--- src/rtl/core/mipsdec_pkg.sv ---
// ----------------------------------------------------------------------------
// mipsdec_pkg
// Types, opcode/function codes and class lookup for the MIPS-I decoder.
// ----------------------------------------------------------------------------
package mipsdec_pkg;

    typedef enum logic [5:0] {
        MN_ADD     = 6'd0,  MN_ADDU    = 6'd1,  MN_AND     = 6'd2,  MN_NOR     = 6'd3,
        MN_OR      = 6'd4,  MN_SLT     = 6'd5,  MN_SLTU    = 6'd6,  MN_SUB     = 6'd7,
        MN_SUBU    = 6'd8,  MN_XOR     = 6'd9,  MN_SYSCALL = 6'd10, MN_DIV     = 6'd11,
        MN_DIVU    = 6'd12, MN_MULT    = 6'd13, MN_MULTU   = 6'd14, MN_SLL     = 6'd15,
        MN_SRA     = 6'd16, MN_SRL     = 6'd17, MN_SLLV    = 6'd18, MN_SRLV    = 6'd19,
        MN_SRAV    = 6'd20, MN_MFHI    = 6'd21, MN_MFLO    = 6'd22, MN_JR      = 6'd23,
        MN_JALR    = 6'd24, MN_MTHI    = 6'd25, MN_MTLO    = 6'd26, MN_ADDI    = 6'd27,
        MN_ADDIU   = 6'd28, MN_ANDI    = 6'd29, MN_BEQ     = 6'd30, MN_BNE     = 6'd31,
        MN_LB      = 6'd32, MN_LBU     = 6'd33, MN_LH      = 6'd34, MN_LHU     = 6'd35,
        MN_LUI     = 6'd36, MN_LW      = 6'd37, MN_ORI     = 6'd38, MN_SB      = 6'd39,
        MN_SLTI    = 6'd40, MN_SLTIU   = 6'd41, MN_SH      = 6'd42, MN_SW      = 6'd43,
        MN_XORI    = 6'd44, MN_J       = 6'd45, MN_JAL     = 6'd46, MN_UNKNOWN = 6'd47
    } t_mnemonic;

    typedef enum logic [3:0] {
        FORM_NONE      = 4'd0,
        FORM_RD_RS_RT  = 4'd1,
        FORM_RS_RT     = 4'd2,
        FORM_RD_RT_SA  = 4'd3,
        FORM_RD_RT_RS  = 4'd4,
        FORM_RD        = 4'd5,
        FORM_RS        = 4'd6,
        FORM_RD_RS     = 4'd7,
        FORM_RT_RS_IMM = 4'd8,
        FORM_RS_RT_IMM = 4'd9,
        FORM_RT_IMM    = 4'd10,
        FORM_MEM       = 4'd11,
        FORM_TARGET    = 4'd12,
        FORM_UNKNOWN   = 4'd13
    } t_form;

    typedef struct packed {
        t_mnemonic mn;
        t_form     form;
    } t_class;

    // primary opcodes
    localparam logic [5:0] OP_SPECIAL = 6'd0;
    localparam logic [5:0] OP_J       = 6'd2;
    localparam logic [5:0] OP_JAL     = 6'd3;
    localparam logic [5:0] OP_BEQ     = 6'd4;
    localparam logic [5:0] OP_BNE     = 6'd5;
    localparam logic [5:0] OP_ADDI    = 6'd8;
    localparam logic [5:0] OP_ADDIU   = 6'd9;
    localparam logic [5:0] OP_SLTI    = 6'd10;
    localparam logic [5:0] OP_SLTIU   = 6'd11;
    localparam logic [5:0] OP_ANDI    = 6'd12;
    localparam logic [5:0] OP_ORI     = 6'd13;
    localparam logic [5:0] OP_XORI    = 6'd14;
    localparam logic [5:0] OP_LUI     = 6'd15;
    localparam logic [5:0] OP_LB      = 6'd32;
    localparam logic [5:0] OP_LH      = 6'd33;
    localparam logic [5:0] OP_LW      = 6'd35;
    localparam logic [5:0] OP_LBU     = 6'd36;
    localparam logic [5:0] OP_LHU     = 6'd37;
    localparam logic [5:0] OP_SB      = 6'd40;
    localparam logic [5:0] OP_SH      = 6'd41;
    localparam logic [5:0] OP_SW      = 6'd43;

    // function codes under OP_SPECIAL
    localparam logic [5:0] FN_SLL     = 6'd0;
    localparam logic [5:0] FN_SRL     = 6'd2;
    localparam logic [5:0] FN_SRA     = 6'd3;
    localparam logic [5:0] FN_SLLV    = 6'd4;
    localparam logic [5:0] FN_SRLV    = 6'd6;
    localparam logic [5:0] FN_SRAV    = 6'd7;
    localparam logic [5:0] FN_JR      = 6'd8;
    localparam logic [5:0] FN_JALR    = 6'd9;
    localparam logic [5:0] FN_SYSCALL = 6'd12;
    localparam logic [5:0] FN_MFHI    = 6'd16;
    localparam logic [5:0] FN_MTHI    = 6'd17;
    localparam logic [5:0] FN_MFLO    = 6'd18;
    localparam logic [5:0] FN_MTLO    = 6'd19;
    localparam logic [5:0] FN_MULT    = 6'd24;
    localparam logic [5:0] FN_MULTU   = 6'd25;
    localparam logic [5:0] FN_DIV     = 6'd26;
    localparam logic [5:0] FN_DIVU    = 6'd27;
    localparam logic [5:0] FN_ADD     = 6'd32;
    localparam logic [5:0] FN_ADDU    = 6'd33;
    localparam logic [5:0] FN_SUB     = 6'd34;
    localparam logic [5:0] FN_SUBU    = 6'd35;
    localparam logic [5:0] FN_AND     = 6'd36;
    localparam logic [5:0] FN_OR      = 6'd37;
    localparam logic [5:0] FN_XOR     = 6'd38;
    localparam logic [5:0] FN_NOR     = 6'd39;
    localparam logic [5:0] FN_SLTU    = 6'd41;
    localparam logic [5:0] FN_SLT     = 6'd42;

    function automatic t_class special_class(input logic [5:0] funct);
        t_class c;
        unique case (funct)
            FN_SLL:     c = '{MN_SLL,     FORM_RD_RT_SA};
            FN_SRL:     c = '{MN_SRL,     FORM_RD_RT_SA};
            FN_SRA:     c = '{MN_SRA,     FORM_RD_RT_SA};
            FN_SLLV:    c = '{MN_SLLV,    FORM_RD_RT_RS};
            FN_SRLV:    c = '{MN_SRLV,    FORM_RD_RT_RS};
            FN_SRAV:    c = '{MN_SRAV,    FORM_RD_RT_RS};
            FN_JR:      c = '{MN_JR,      FORM_RS};
            FN_JALR:    c = '{MN_JALR,    FORM_RD_RS};
            FN_SYSCALL: c = '{MN_SYSCALL, FORM_NONE};
            FN_MFHI:    c = '{MN_MFHI,    FORM_RD};
            FN_MTHI:    c = '{MN_MTHI,    FORM_RS};
            FN_MFLO:    c = '{MN_MFLO,    FORM_RD};
            FN_MTLO:    c = '{MN_MTLO,    FORM_RS};
            FN_MULT:    c = '{MN_MULT,    FORM_RS_RT};
            FN_MULTU:   c = '{MN_MULTU,   FORM_RS_RT};
            FN_DIV:     c = '{MN_DIV,     FORM_RS_RT};
            FN_DIVU:    c = '{MN_DIVU,    FORM_RS_RT};
            FN_ADD:     c = '{MN_ADD,     FORM_RD_RS_RT};
            FN_ADDU:    c = '{MN_ADDU,    FORM_RD_RS_RT};
            FN_SUB:     c = '{MN_SUB,     FORM_RD_RS_RT};
            FN_SUBU:    c = '{MN_SUBU,    FORM_RD_RS_RT};
            FN_AND:     c = '{MN_AND,     FORM_RD_RS_RT};
            FN_OR:      c = '{MN_OR,      FORM_RD_RS_RT};
            FN_XOR:     c = '{MN_XOR,     FORM_RD_RS_RT};
            FN_NOR:     c = '{MN_NOR,     FORM_RD_RS_RT};
            FN_SLTU:    c = '{MN_SLTU,    FORM_RD_RS_RT};
            FN_SLT:     c = '{MN_SLT,     FORM_RD_RS_RT};
            default:    c = '{MN_UNKNOWN, FORM_UNKNOWN};
        endcase
        return c;
    endfunction

    function automatic t_class primary_class(input logic [5:0] opcode);
        t_class c;
        unique case (opcode)
            OP_J:     c = '{MN_J,       FORM_TARGET};
            OP_JAL:   c = '{MN_JAL,     FORM_TARGET};
            OP_BEQ:   c = '{MN_BEQ,     FORM_RS_RT_IMM};
            OP_BNE:   c = '{MN_BNE,     FORM_RS_RT_IMM};
            OP_ADDI:  c = '{MN_ADDI,    FORM_RT_RS_IMM};
            OP_ADDIU: c = '{MN_ADDIU,   FORM_RT_RS_IMM};
            OP_SLTI:  c = '{MN_SLTI,    FORM_RT_RS_IMM};
            OP_SLTIU: c = '{MN_SLTIU,   FORM_RT_RS_IMM};
            OP_ANDI:  c = '{MN_ANDI,    FORM_RT_RS_IMM};
            OP_ORI:   c = '{MN_ORI,     FORM_RT_RS_IMM};
            OP_XORI:  c = '{MN_XORI,    FORM_RT_RS_IMM};
            OP_LUI:   c = '{MN_LUI,     FORM_RT_IMM};
            OP_LB:    c = '{MN_LB,      FORM_MEM};
            OP_LH:    c = '{MN_LH,      FORM_MEM};
            OP_LW:    c = '{MN_LW,      FORM_MEM};
            OP_LBU:   c = '{MN_LBU,     FORM_MEM};
            OP_LHU:   c = '{MN_LHU,     FORM_MEM};
            OP_SB:    c = '{MN_SB,      FORM_MEM};
            OP_SH:    c = '{MN_SH,      FORM_MEM};
            OP_SW:    c = '{MN_SW,      FORM_MEM};
            default:  c = '{MN_UNKNOWN, FORM_UNKNOWN};
        endcase
        return c;
    endfunction

endpackage

--- src/rtl/core/mips_instruction_decoder.sv ---
// ----------------------------------------------------------------------------
// mips_instruction_decoder
// Byte-swaps a little-endian instruction word and decodes it into mnemonic,
// operand form, registers in printed order and immediate.
//
//   channel | valid       | stall        | payload
//   --------+-------------+--------------+----------------------------------
//   input   | i_in_valid  | o_in_stall   | i_raw_word
//   output  | o_out_valid | i_out_stall  | o_instr_word .. o_immediate
//
// Two register stages: input register, decode logic, result register.
// One transaction per cycle is sustained while the output is not stalled.
// A stalled result holds in the result register; the input side stalls only
// when both stages are full and the output is stalled.
// Synchronous active-low reset clears both valid flags.
// ----------------------------------------------------------------------------
module mips_instruction_decoder
    import mipsdec_pkg::*;
(
    input  logic               i_clk,
    input  logic               i_rst_n,
    input  logic               i_in_valid,
    output logic               o_in_stall,
    input  logic [31:0]        i_raw_word,
    output logic               o_out_valid,
    input  logic               i_out_stall,
    output logic [31:0]        o_instr_word,
    output logic [5:0]         o_mnemonic,
    output logic [3:0]         o_operand_form,
    output logic [4:0]         o_reg_first,
    output logic [4:0]         o_reg_second,
    output logic [4:0]         o_reg_third,
    output logic signed [25:0] o_immediate
);

    logic        r_in_vld;
    logic [31:0] r_raw;
    logic        r_out_vld;
    logic [31:0] r_instr;
    t_mnemonic   r_mn;
    t_form       r_form;
    logic [4:0]  r_reg1, r_reg2, r_reg3;
    logic [25:0] r_imm;

    logic        out_ready;
    logic        s1_ready;

    logic [31:0] w;
    logic [4:0]  rs, rt, rd, sa;
    logic [25:0] simm;
    t_class      cls;
    logic [4:0]  n_reg1, n_reg2, n_reg3;
    logic [25:0] n_imm;

    assign out_ready  = !r_out_vld || !i_out_stall;
    assign s1_ready   = !r_in_vld || out_ready;
    assign o_in_stall = !s1_ready;

    always_ff @(posedge i_clk) begin
        if (!i_rst_n) begin
            r_in_vld <= 1'b0;
        end else if (s1_ready) begin
            r_in_vld <= i_in_valid;
        end
    end

    always_ff @(posedge i_clk) begin
        if (s1_ready && i_in_valid) begin
            r_raw <= i_raw_word;
        end
    end

    // decode
    assign w    = {r_raw[7:0], r_raw[15:8], r_raw[23:16], r_raw[31:24]};
    assign rs   = w[25:21];
    assign rt   = w[20:16];
    assign rd   = w[15:11];
    assign sa   = w[10:6];
    assign simm = {{10{w[15]}}, w[15:0]};
    assign cls  = (w[31:26] == OP_SPECIAL) ? special_class(w[5:0])
                                           : primary_class(w[31:26]);

    always_comb begin
        n_reg1 = '0;
        n_reg2 = '0;
        n_reg3 = '0;
        n_imm  = '0;
        unique case (cls.form)
            FORM_RD_RS_RT: begin
                n_reg1 = rd; n_reg2 = rs; n_reg3 = rt;
            end
            FORM_RS_RT: begin
                n_reg1 = rs; n_reg2 = rt;
            end
            FORM_RD_RT_SA: begin
                n_reg1 = rd; n_reg2 = rt; n_imm = {21'd0, sa};
            end
            FORM_RD_RT_RS: begin
                n_reg1 = rd; n_reg2 = rt; n_reg3 = rs;
            end
            FORM_RD: begin
                n_reg1 = rd;
            end
            FORM_RS: begin
                n_reg1 = rs;
            end
            FORM_RD_RS: begin
                n_reg1 = rd; n_reg2 = rs;
            end
            FORM_RT_RS_IMM, FORM_MEM: begin
                n_reg1 = rt; n_reg2 = rs; n_imm = simm;
            end
            FORM_RS_RT_IMM: begin
                n_reg1 = rs; n_reg2 = rt; n_imm = simm;
            end
            FORM_RT_IMM: begin
                n_reg1 = rt; n_imm = simm;
            end
            FORM_TARGET: begin
                n_imm = w[25:0];
            end
            default: begin
            end
        endcase
    end

    always_ff @(posedge i_clk) begin
        if (!i_rst_n) begin
            r_out_vld <= 1'b0;
        end else if (out_ready) begin
            r_out_vld <= r_in_vld;
        end
    end

    always_ff @(posedge i_clk) begin
        if (out_ready && r_in_vld) begin
            r_instr <= w;
            r_mn    <= cls.mn;
            r_form  <= cls.form;
            r_reg1  <= n_reg1;
            r_reg2  <= n_reg2;
            r_reg3  <= n_reg3;
            r_imm   <= n_imm;
        end
    end

    assign o_out_valid    = r_out_vld;
    assign o_instr_word   = r_instr;
    assign o_mnemonic     = r_mn;
    assign o_operand_form = r_form;
    assign o_reg_first    = r_reg1;
    assign o_reg_second   = r_reg2;
    assign o_reg_third    = r_reg3;
    assign o_immediate    = $signed(r_imm);

endmodule
--- config.mk ---
export PLATFORM = sky130hd
export DESIGN_NAME = mips_instruction_decoder
export DESIGN_NICKNAME = d
export VERILOG_FILES = /design/src/rtl/core/mipsdec_pkg.sv /design/src/rtl/core/mips_instruction_decoder.sv
export SDC_FILE = /design/constraint.sdc
export NUM_CORES = 1
export LEC_CHECK = 0
export ABC_CLOCK_PERIOD_IN_PS = 9700
export CAP_MARGIN = 20
export CORE_MARGIN = 5
export CORE_UTILIZATION = 57
export DETAILED_ROUTE_END_ITERATION = 12
export DONT_BUFFER_PORTS = 1
export GPL_TIMING_DRIVEN = 0
export PLACE_DENSITY = 0.8
export SYNTH_ARGS = -nofsm -noshare
export SYNTH_HDL_FRONTEND = slang
export SYNTH_SLANG_ARGS = --single-unit
export TNS_END_PERCENT = 5
--- constraint.sdc ---
create_clock -name i_clk -period 9.7 [get_ports i_clk]
set_input_delay 0.485 -clock i_clk [delete_from_list [all_inputs] [get_ports i_clk]]
set_output_delay 0.485 -clock i_clk [all_outputs]
set_load 0.005 [all_outputs]
==> results.toml, run 1 <==
[critical_path]
cp.depth = 11
worstPathRequired_ns = 10.10
critPathMaxStageDelay_ns = 0.41
r2r_cells = 11
startpoint_type = "flop"
cp.arrival_ns = 3.52
crit_path_frequent_cell = "inv_1"
crit_fanout = 10
critical_path.top_delay_family = "buffers and inverters"
cp_cell_sequence = "buf_2 -> nand3_2 -> inv_1 -> buf_2 -> o211a_1 -> inv_1 -> ha_1 -> inv_1 -> a21oi_1 -> o31a_1 -> a211o_1"
crit_path_top_delay_cell = "o211a_1"
crit_type = "reg -> reg"
crit_buf_inv = 5
worstSetupEndpointType = "flop"

[run_status]
run_status = "complete, no violations"

[detailed_routing]
dr.pass1.iters = 5
routed_wl_um = 14800
vias = 4176
drt_iter0_markers = 331
via_per_inst = 6.57
wire_per_inst_um = 23.3
ant_nets = 0
drc = 0

[timing]
max_freq_mhz = 321
slew_violations = 0
fin_setup_tns_ns = 0
setup_viol = 0
period_minus_slack_ns = 3.12
finalHoldViolations = 0
rsz0062_at_grt = "false"
tightestPinTransition_ns = 0.894
period_share_pct = 32.2
skew_ns = 0.0110
relSlewSlack_pct = 39.8

[cells_and_area]
antenna_cells = 0
num-fill-cells = 742
layout-drive-gt1-share_pct = 13.4
seqCellArea_um2 = 3850
multiInputGateArea_um2 = 2070
syn2layout_area_growth_pct = 13.4
fin_nets = 536

[synthesis]
synth.distinct_cells = 65
yosys_warnings = 0
synth_seq_cells = 135
syn_area_per_cell_um2 = 13.0
ys.flop_type = "edfxtp_1"
ys_seq_area_share_pct = 63.4
async_reset_ff_share_pct = 0
syn_inst = 466
synth_area_um2 = 6080
syn_nets = 515
synth-edff-count = 115

[placement]
gp_congestion = 0.923
place.port_buffers = 0
dp_hpwl_um = 10200

[clock_tree]
post_cts_buffers = 0
insertion_delay_ns = 0.52
numCtsBuffers = 17
clk_pin_slew_worst_paths_ns = 0.06
clockRootBuffer = "clkbuf_8"
ctsLongestPathBuffers = 2
cts_tree = "built"
ctsHtreeMaxLevel = 4
cts_resized = 0
cts_hold_buf = 0
cts_sinks = 135

[floorplanning]
die_h_um = 113
core_area_um2 = 10400
ioPinCount = 121
start_util_pct = 58.6
row_count = 37
die_area_um2 = 12800
chipWidth_um = 113

[grt]
antenna_found_initial = 0
grt_pass1_wl_um = 23300
grt_max_degree = 37
grt_usage_pct = 23.6
grt_pass1_vias = 4105
grt-ovfl-total = 0

[job]
cap_violations = 0

[power_and_ir_drop]
ir_worst_vdd_mv = 0.116
report.power.total_mw = 1.49
leakagePower_nw = 2.53
cellPowerDensity_nw_per_um2 = 216

[worst_hold_path]
hold_depth = 0
worstHoldPathType = "in -> reg"
## kinds of logic after synthesis
family	after synthesis	synth area share [%]
DFF	135	63.4
adders and majority gates	13	2.68
and+or+nand+nor	135	11.9
buffers and inverters	38	2.76
AOI/OAI and AO/OA	130	16.7
muxes	13	2.20
xor gates and xnor gates	2	0.288
## Yosys cell counts, drive strengths merged (2+ instances only)
cell,instances,area (um2)
a31oi,3,18.8
and3,2,12.5
o221ai,2,17.5
a2111oi,3,26.3
inv,17,63.8
a211oi,4,30.0
clkbuf,6,22.5
edfxtp,115,3450
ha,13,163
nand2,39,149
a221o,5,50.1
nand4,7,43.8
o211ai,10,85.1
o311ai,2,17.5
mux2,3,33.8
o31ai,2,15.0
and2,17,106
nor3,3,15.0
o211a,8,80.1
xnor2,2,17.5
a22o,10,87.6
a21oi,23,130
a21boi,6,56.3
a21o,13,97.6
o21a,3,22.5
nand3,25,130
nand2b,9,56.3
mux2i,10,100
a311o,2,20.0
buf,15,81.3
a211o,4,35.0
or4,2,15.0
o21ai,22,136
or2,2,12.5
nand3b,5,37.5
nor2,16,67.6
dfxtp,20,400
nor4,5,46.3
## per-stage QoR
| stage | hold slack [ns] | instances | utilization (%) | area (um2) | setup slack, ns |
|---|---|---|---|---|---|
| global placement | 0.465 | 602 | 60.2 | 6250 | 0.355 |
| global route | 0.0296 | 636 | 66.4 | 6890 | 6.35 |
| finish | 0.0606 | 636 | 66.4 | 6890 | 6.58 |
| CTS | 0.0406 | 636 | 66.4 | 6890 | 6.69 |
| floorplan | 0.442 | 466 | - | 6080 | 2.44 |
| detailed placement | 0.482 | 604 | 60.7 | 6300 | 6.60 |
## layout make-up
class                           count  share of cell area (%)
Clock buffer                       18                    6.07
Buffer                             21                    1.51
Sequential cell                   135                    55.9
Clock inverter                     14                    2.52
Multi-Input combinational cell    293                    30.0
Inverter                           17                   0.926
Timing Repair Buffer                2                   0.581
Tap cell                          136                    2.47
## layer usage
metal	share of wire (%)	global-route usage (%)	vias to the layer above
li1	-	-	1835
met1	39	30.0	2029
met2	49	39.0	268
met3	9.1	6.90	44
met4	2.4	7.93	0
met5	0	0	-
## layout by cell type (no fill, tap or decap), types with 8 or more instances in the layout
master / count
o21ai_0: 17
nand3_1: 24
and2_1: 17
buf_2: 11
nand2_1: 38
nand2b_1: 9
a22o_1: 10
nor2_1: 15
o211ai_1: 8
clkbuf_16: 16
a21oi_1: 21
ha_1: 13
edfxtp_1: 115
a21o_1: 13
inv_1: 16
dfxtp_1: 20
mux2i_1: 10
## path summary, 6_finish.rpt
kind,start,to,slack [ns]
hold reg to reg,r_raw[16],o_instr_word[8],0.49
setup / recovery,o_out_valid,flop,6.58
setup reg to reg,o_out_valid,flop,6.58
hold / removal,i_raw_word[22],r_raw[22],0.06
## report_power, final
| group | internal (mW) | switching, mW | total [mW] |
|---|---|---|---|
| combinational | 0.0560 | 0.0941 | 0.150 |
| sequential | 0.676 | 0.0276 | 0.704 |
| clock | 0.393 | 0.241 | 0.633 |
No activity file was read; power rests on OpenSTA's default activity.
==> inputs of run 2 (changes only) <==
--- a/config.mk
+++ b/config.mk
@@ -5,7 +5,7 @@
 export SDC_FILE = /design/constraint.sdc
 export NUM_CORES = 1
 export LEC_CHECK = 0
-export ABC_CLOCK_PERIOD_IN_PS = 9700
+export ABC_CLOCK_PERIOD_IN_PS = 2900
 export CAP_MARGIN = 20
 export CORE_MARGIN = 5
 export CORE_UTILIZATION = 57
==> constraint.sdc (replaced) <==
create_clock -name i_clk -period 2.9 [get_ports i_clk]
set_input_delay 0.145 -clock i_clk [delete_from_list [all_inputs] [get_ports i_clk]]
set_output_delay 0.145 -clock i_clk [all_outputs]
set_load 0.005 [all_outputs]
==> results.toml, run 2 (synthesis gave the netlist of run 1 again) <==
[placement]
dp_hpwl_um = 10300
place.port_buffers = 0
gp_congestion = 0.936
post_dp_cell_area_um2 = 6330

[cells_and_area]
syn2layout_area_growth_pct = 19.6
layout_commonest_cell = "edfxtp_1"
design_area_um2 = 7270
most-common-layout-cells = "edfxtp_1 (115), nand2_1 (38), dlygate4sd3_1 (33)"
finish.utilization_pct = 70.1
fin_nets = 570
num-fill-cells = 693
layout-drive-gt1-share_pct = 13.1
antenna_cells = 0

[critical_path]
cp_cell_sequence = "clkbuf_4 -> nand3_4 -> inv_4 -> clkbuf_4 -> o211a_2 -> inv_1 -> ha_1 -> inv_1 -> a21oi_1 -> o31a_1 -> a211o_1"
cp.arrival_ns = 3.18
crit_type = "reg -> reg"
crit_fanout = 10
crit_path_top_delay_cell = "dfxtp_1"
worstPathRequired_ns = 3.31
startpoint_type = "flop"
critPathMaxStageDelay_ns = 0.38
r2r_cells = 11
worstSetupEndpointType = "flop"

[timing]
setup_viol = 0
finalHoldViolations = 0
skew_ns = 0.00658
rsz0062_at_grt = "false"
max_freq_mhz = 360
period_share_pct = 95.7
period_minus_slack_ns = 2.78
slew_violations = 0
relSlewSlack_pct = 33.2
tightestPinTransition_ns = 0.992

[detailed_routing]
drc = 0
dr.pass1.iters = 5
vias = 4315
routed_wl_um = 15600
via_per_inst = 6.44
drt_iter0_markers = 412
wire_per_inst_um = 23.3
ant_nets = 0

[clock_tree]
cts_tree = "built"
post_cts_buffers = 0
numCtsBuffers = 17
insertion_delay_ns = 0.52
clk_pin_slew_worst_paths_ns = 0.06
cts_sinks = 135
ctsLongestPathBuffers = 2
clockRootBuffer = "clkbuf_8"
ctsHtreeMaxLevel = 4

[worst_hold_path]
worstHoldPathType = "in -> reg"
hold_depth = 2

[floorplanning]
row_count = 37
ioPinCount = 121
chipWidth_um = 113
die_h_um = 113
die_area_um2 = 12800
core_area_um2 = 10400
start_util_pct = 58.6

[grt]
grt_pass1_vias = 4280
grt_pass1_wl_um = 24500
grt_usage_pct = 25.0
grt_max_degree = 37
grt-ovfl-total = 0
antenna_found_initial = 0

[job]
cap_violations = 0

[power_and_ir_drop]
report.power.total_mw = 5.07
cellPowerDensity_nw_per_um2 = 697
leakagePower_nw = 2.68
ir_worst_vdd_mv = 0.460

[run_status]
run_status = "complete, no violations"
==> run 2: routing by layer <==
layer  up-vias  part of all wire, %  global-route usage (%)  routed length, um
met2       264                   50                    41.7               7810
met3        43                  8.8                    6.52               1370
met5         -                    0                       0                  0
met4         0                  2.5                    9.21                393
met1      2097                   39                    31.6               6070
li1       1911                    -                       -                  -
==> run 2: worst paths after layout <==
| kind | startpoint | endpoint | slack [ns] |
|---|---|---|---|
| setup / recovery | o_out_valid | flop | 0.12 |
| hold reg to reg | r_raw[31] | o_instr_word[7] | 0.48 |
| hold / removal | i_raw_word[7] | flop | 0.05 |
| setup reg to reg | o_out_valid | flop | 0.12 |
==> run 2: report_power, final <==
part           switching (mW)  total (mW)  leakage (nW)  internal [mW]
sequential             0.0957        2.36          1.25           2.26
combinational           0.328       0.551          1.15          0.223
clock                   0.838        2.16         0.280           1.32
total                    1.26        5.07          2.68           3.81
==> run 2: repair_timing <==
action                                 CTS  global route
resized for setup                        2             4
hold buffers                            33             0
endpoints found under the hold margin   40             0
setup endpoints to repair                3             3
==> run 2: through the flow <==
| stage | cells | hold WS [ns] | setup WS [ns] | TNS, ns |
|---|---|---|---|---|
| 3_5_place_dp | 605 | 0.244 | -0.121 | -0.214 |
| 2_1_floorplan | 466 | 0.244 | 0.469 | 0 |
| 5_1_grt | 670 | 0.0504 | 0.0595 | 0 |
| 4_1_cts | 670 | 0.0136 | 0.0314 | 0 |
| 3_3_place_gp | 602 | 0.244 | -0.325 | -1.87 |
| 6_report | 670 | 0.0507 | 0.123 | 0 |
==> run 2: area by class of cell <==
class | instances | area [um2] | area share, %
flip-flops and latches | 135 | 3850 | 53.0
clock buffers | 19 | 422 | 5.80
multi-input cells | 293 | 2070 | 28.5
clock inverters | 13 | 170 | 2.34
plain buffers | 21 | 109 | 1.50
repair buffers | 36 | 405 | 5.58
inverters | 17 | 66.3 | 0.912
well taps | 136 | 170 | 2.34
==> run 2: worst max-delay path, delay by kind of cell, from the launching register on <==
family          cells  cell delay, ns
compound gates      4            0.98
buf+inv             5            0.90
flops               1            0.38
fa+ha+maj           1            0.22
simple gates        1            0.16
==> inputs of run 3 (changes only) <==
--- a/config.mk
+++ b/config.mk
@@ -7,7 +7,7 @@
 export LEC_CHECK = 0
 export ABC_CLOCK_PERIOD_IN_PS = 2900
 export CAP_MARGIN = 20
-export CORE_MARGIN = 5
+export CORE_MARGIN = 8
 export CORE_UTILIZATION = 57
 export DETAILED_ROUTE_END_ITERATION = 12
 export DONT_BUFFER_PORTS = 1
==> constraint.sdc (replaced) <==
create_clock -name i_clk -period 2.9 [get_ports i_clk]
set_input_delay 0.29 -clock i_clk [delete_from_list [all_inputs] [get_ports i_clk]]
set_output_delay 0.29 -clock i_clk [all_outputs]
set_load 0.005 [all_outputs]
==> results.toml, run 3 (synthesis gave the netlist of run 1 again) <==
[clock_tree]
ctsLongestPathBuffers = 2
cts_tree = "built"
ctsHtreeMaxLevel = 4
clk_pin_slew_worst_paths_ns = 0.06
numCtsBuffers = 17
insertion_delay_ns = 0.52
cts_sinks = 135
clockRootBuffer = "clkbuf_8"

[critical_path]
crit_type = "reg -> reg"
startpoint_type = "flop"
cp.arrival_ns = 3.19
rrSetupSlack_ns = 0.12
r2r_cells = 11
crit_fanout = 10
worstSetupEndpointType = "flop"
worstPathRequired_ns = 3.31

[detailed_routing]
met2WireLength_um = 8410
via_per_inst = 6.48
ant_nets = 0
wl_met3_um = 1330
drt_iter0_markers = 529
routed_wl_um = 16400
drc = 0
wire_per_inst_um = 24.4
highest_layer = "met4"
dr.pass1.iters = 5
drt-met1-wl_um = 6320
vias = 4355

[floorplanning]
ioPinCount = 121
start_util_pct = 58.9
row_count = 37
core_area_um2 = 10300
die_area_um2 = 14200
die_h_um = 119
chipWidth_um = 119

[grt]
grt_max_degree = 31
grt_usage_pct = 22.9
grt-ovfl-total = 0
grt_pass1_wl_um = 25200
grt_pass1_vias = 4307
antenna_found_initial = 0

[power_and_ir_drop]
ir_worst_vdd_mv = 0.655
report.power.total_mw = 5.06
cellPowerDensity_nw_per_um2 = 694
leakagePower_nw = 2.69

[cells_and_area]
fin_nets = 573
design_area_um2 = 7280
layout-drive-gt1-share_pct = 13.6
layout_commonest_cell = "edfxtp_1"
most-common-layout-cells = "edfxtp_1 (115), nand2_1 (38), dlygate4sd3_1 (33)"
finish.utilization_pct = 70.5
antenna_cells = 0
syn2layout_area_growth_pct = 19.9

[timing]
period_share_pct = 95.7
rsz0062_at_grt = "false"
setup_viol = 0
max_freq_mhz = 360
skew_ns = 0.00978
slew_violations = 0
tightestPinTransition_ns = 0.954
finalHoldViolations = 0
period_minus_slack_ns = 2.78
relSlewSlack_pct = 36.3

[placement]
gp_congestion = 0.959
dp_hpwl_um = 10900
post_dp_cell_area_um2 = 6320
place.port_buffers = 0

[run_status]
run_status = "complete, no violations"

[worst_hold_path]
hold_depth = 2
worstHoldPathType = "in -> reg"

[job]
cap_violations = 0
-- run 3: metal layers --
metal / track usage (%) / up-vias
li1: - / 1911
met1: 26.5 / 2149
met2: 40.0 / 256
met3: 6.80 / 39
met4: 7.43 / 0
met5: 0 / -
-- run 3: where the power goes --
group          internal [mW]  leakage (nW)  switching, mW
combinational          0.223          1.16          0.334
sequential              2.26          1.25         0.0941
clock                   1.31         0.285          0.832
total                   3.80          2.69           1.26
-- run 3: final timing paths --
| kind | startpoint | endpoint |
|---|---|---|
| worst min-delay path | i_raw_word[6] | flop |
| worst max-delay path | o_out_valid | flop |
| worst min register to register | r_raw[30] | o_instr_word[6] |
| worst max register to register | o_out_valid | flop |
-- run 3: area by class of cell --
| class | instances | area [um2] |
|---|---|---|
| Tap cell | 136 | 170 |
| Clock buffer | 17 | 414 |
| Inverter | 17 | 67.6 |
| Fill cell | 666 | 3040 |
| Sequential cell | 135 | 3850 |
| Timing Repair Buffer | 39 | 420 |
| Clock inverter | 14 | 173 |
| Buffer | 21 | 109 |
| Multi-Input combinational cell | 293 | 2070 |
-- run 3: critical path: stages (launching register included) --
cell,delay (ns)
dfxtp_1,0.37
clkbuf_4,0.25
nand3_4,0.16
clkinvlp_4,0.19
buf_4,0.22
o211a_2,0.33
inv_1,0.15
ha_1,0.22
inv_1,0.12
a21oi_1,0.08
o31a_1,0.27
a211o_1,0.29
-- run 3: through the flow --
stage / TNS [ns] / worst slack, ns / cells / hold WS, ns
6_report: 0 / 0.125 / 672 / 0.0452
3_5_place_dp: -0.412 / -0.168 / 605 / 0.389
3_3_place_gp: -1.41 / -0.478 / 602 / 0.389
2_1_floorplan: 0 / 0.469 / 466 / 0.389
5_1_grt: 0 / 0.0103 / 672 / 0.0278
4_1_cts: 0 / 0.0403 / 669 / 0.0192
-- run 3: timing repair --
item | CTS | global route
setup buffers | 0 | 3
endpoints found under the setup margin | 3 | 8
endpoints found under the hold margin | 34 | 0
hold buffers | 33 | 0
resized for setup | 3 | 3
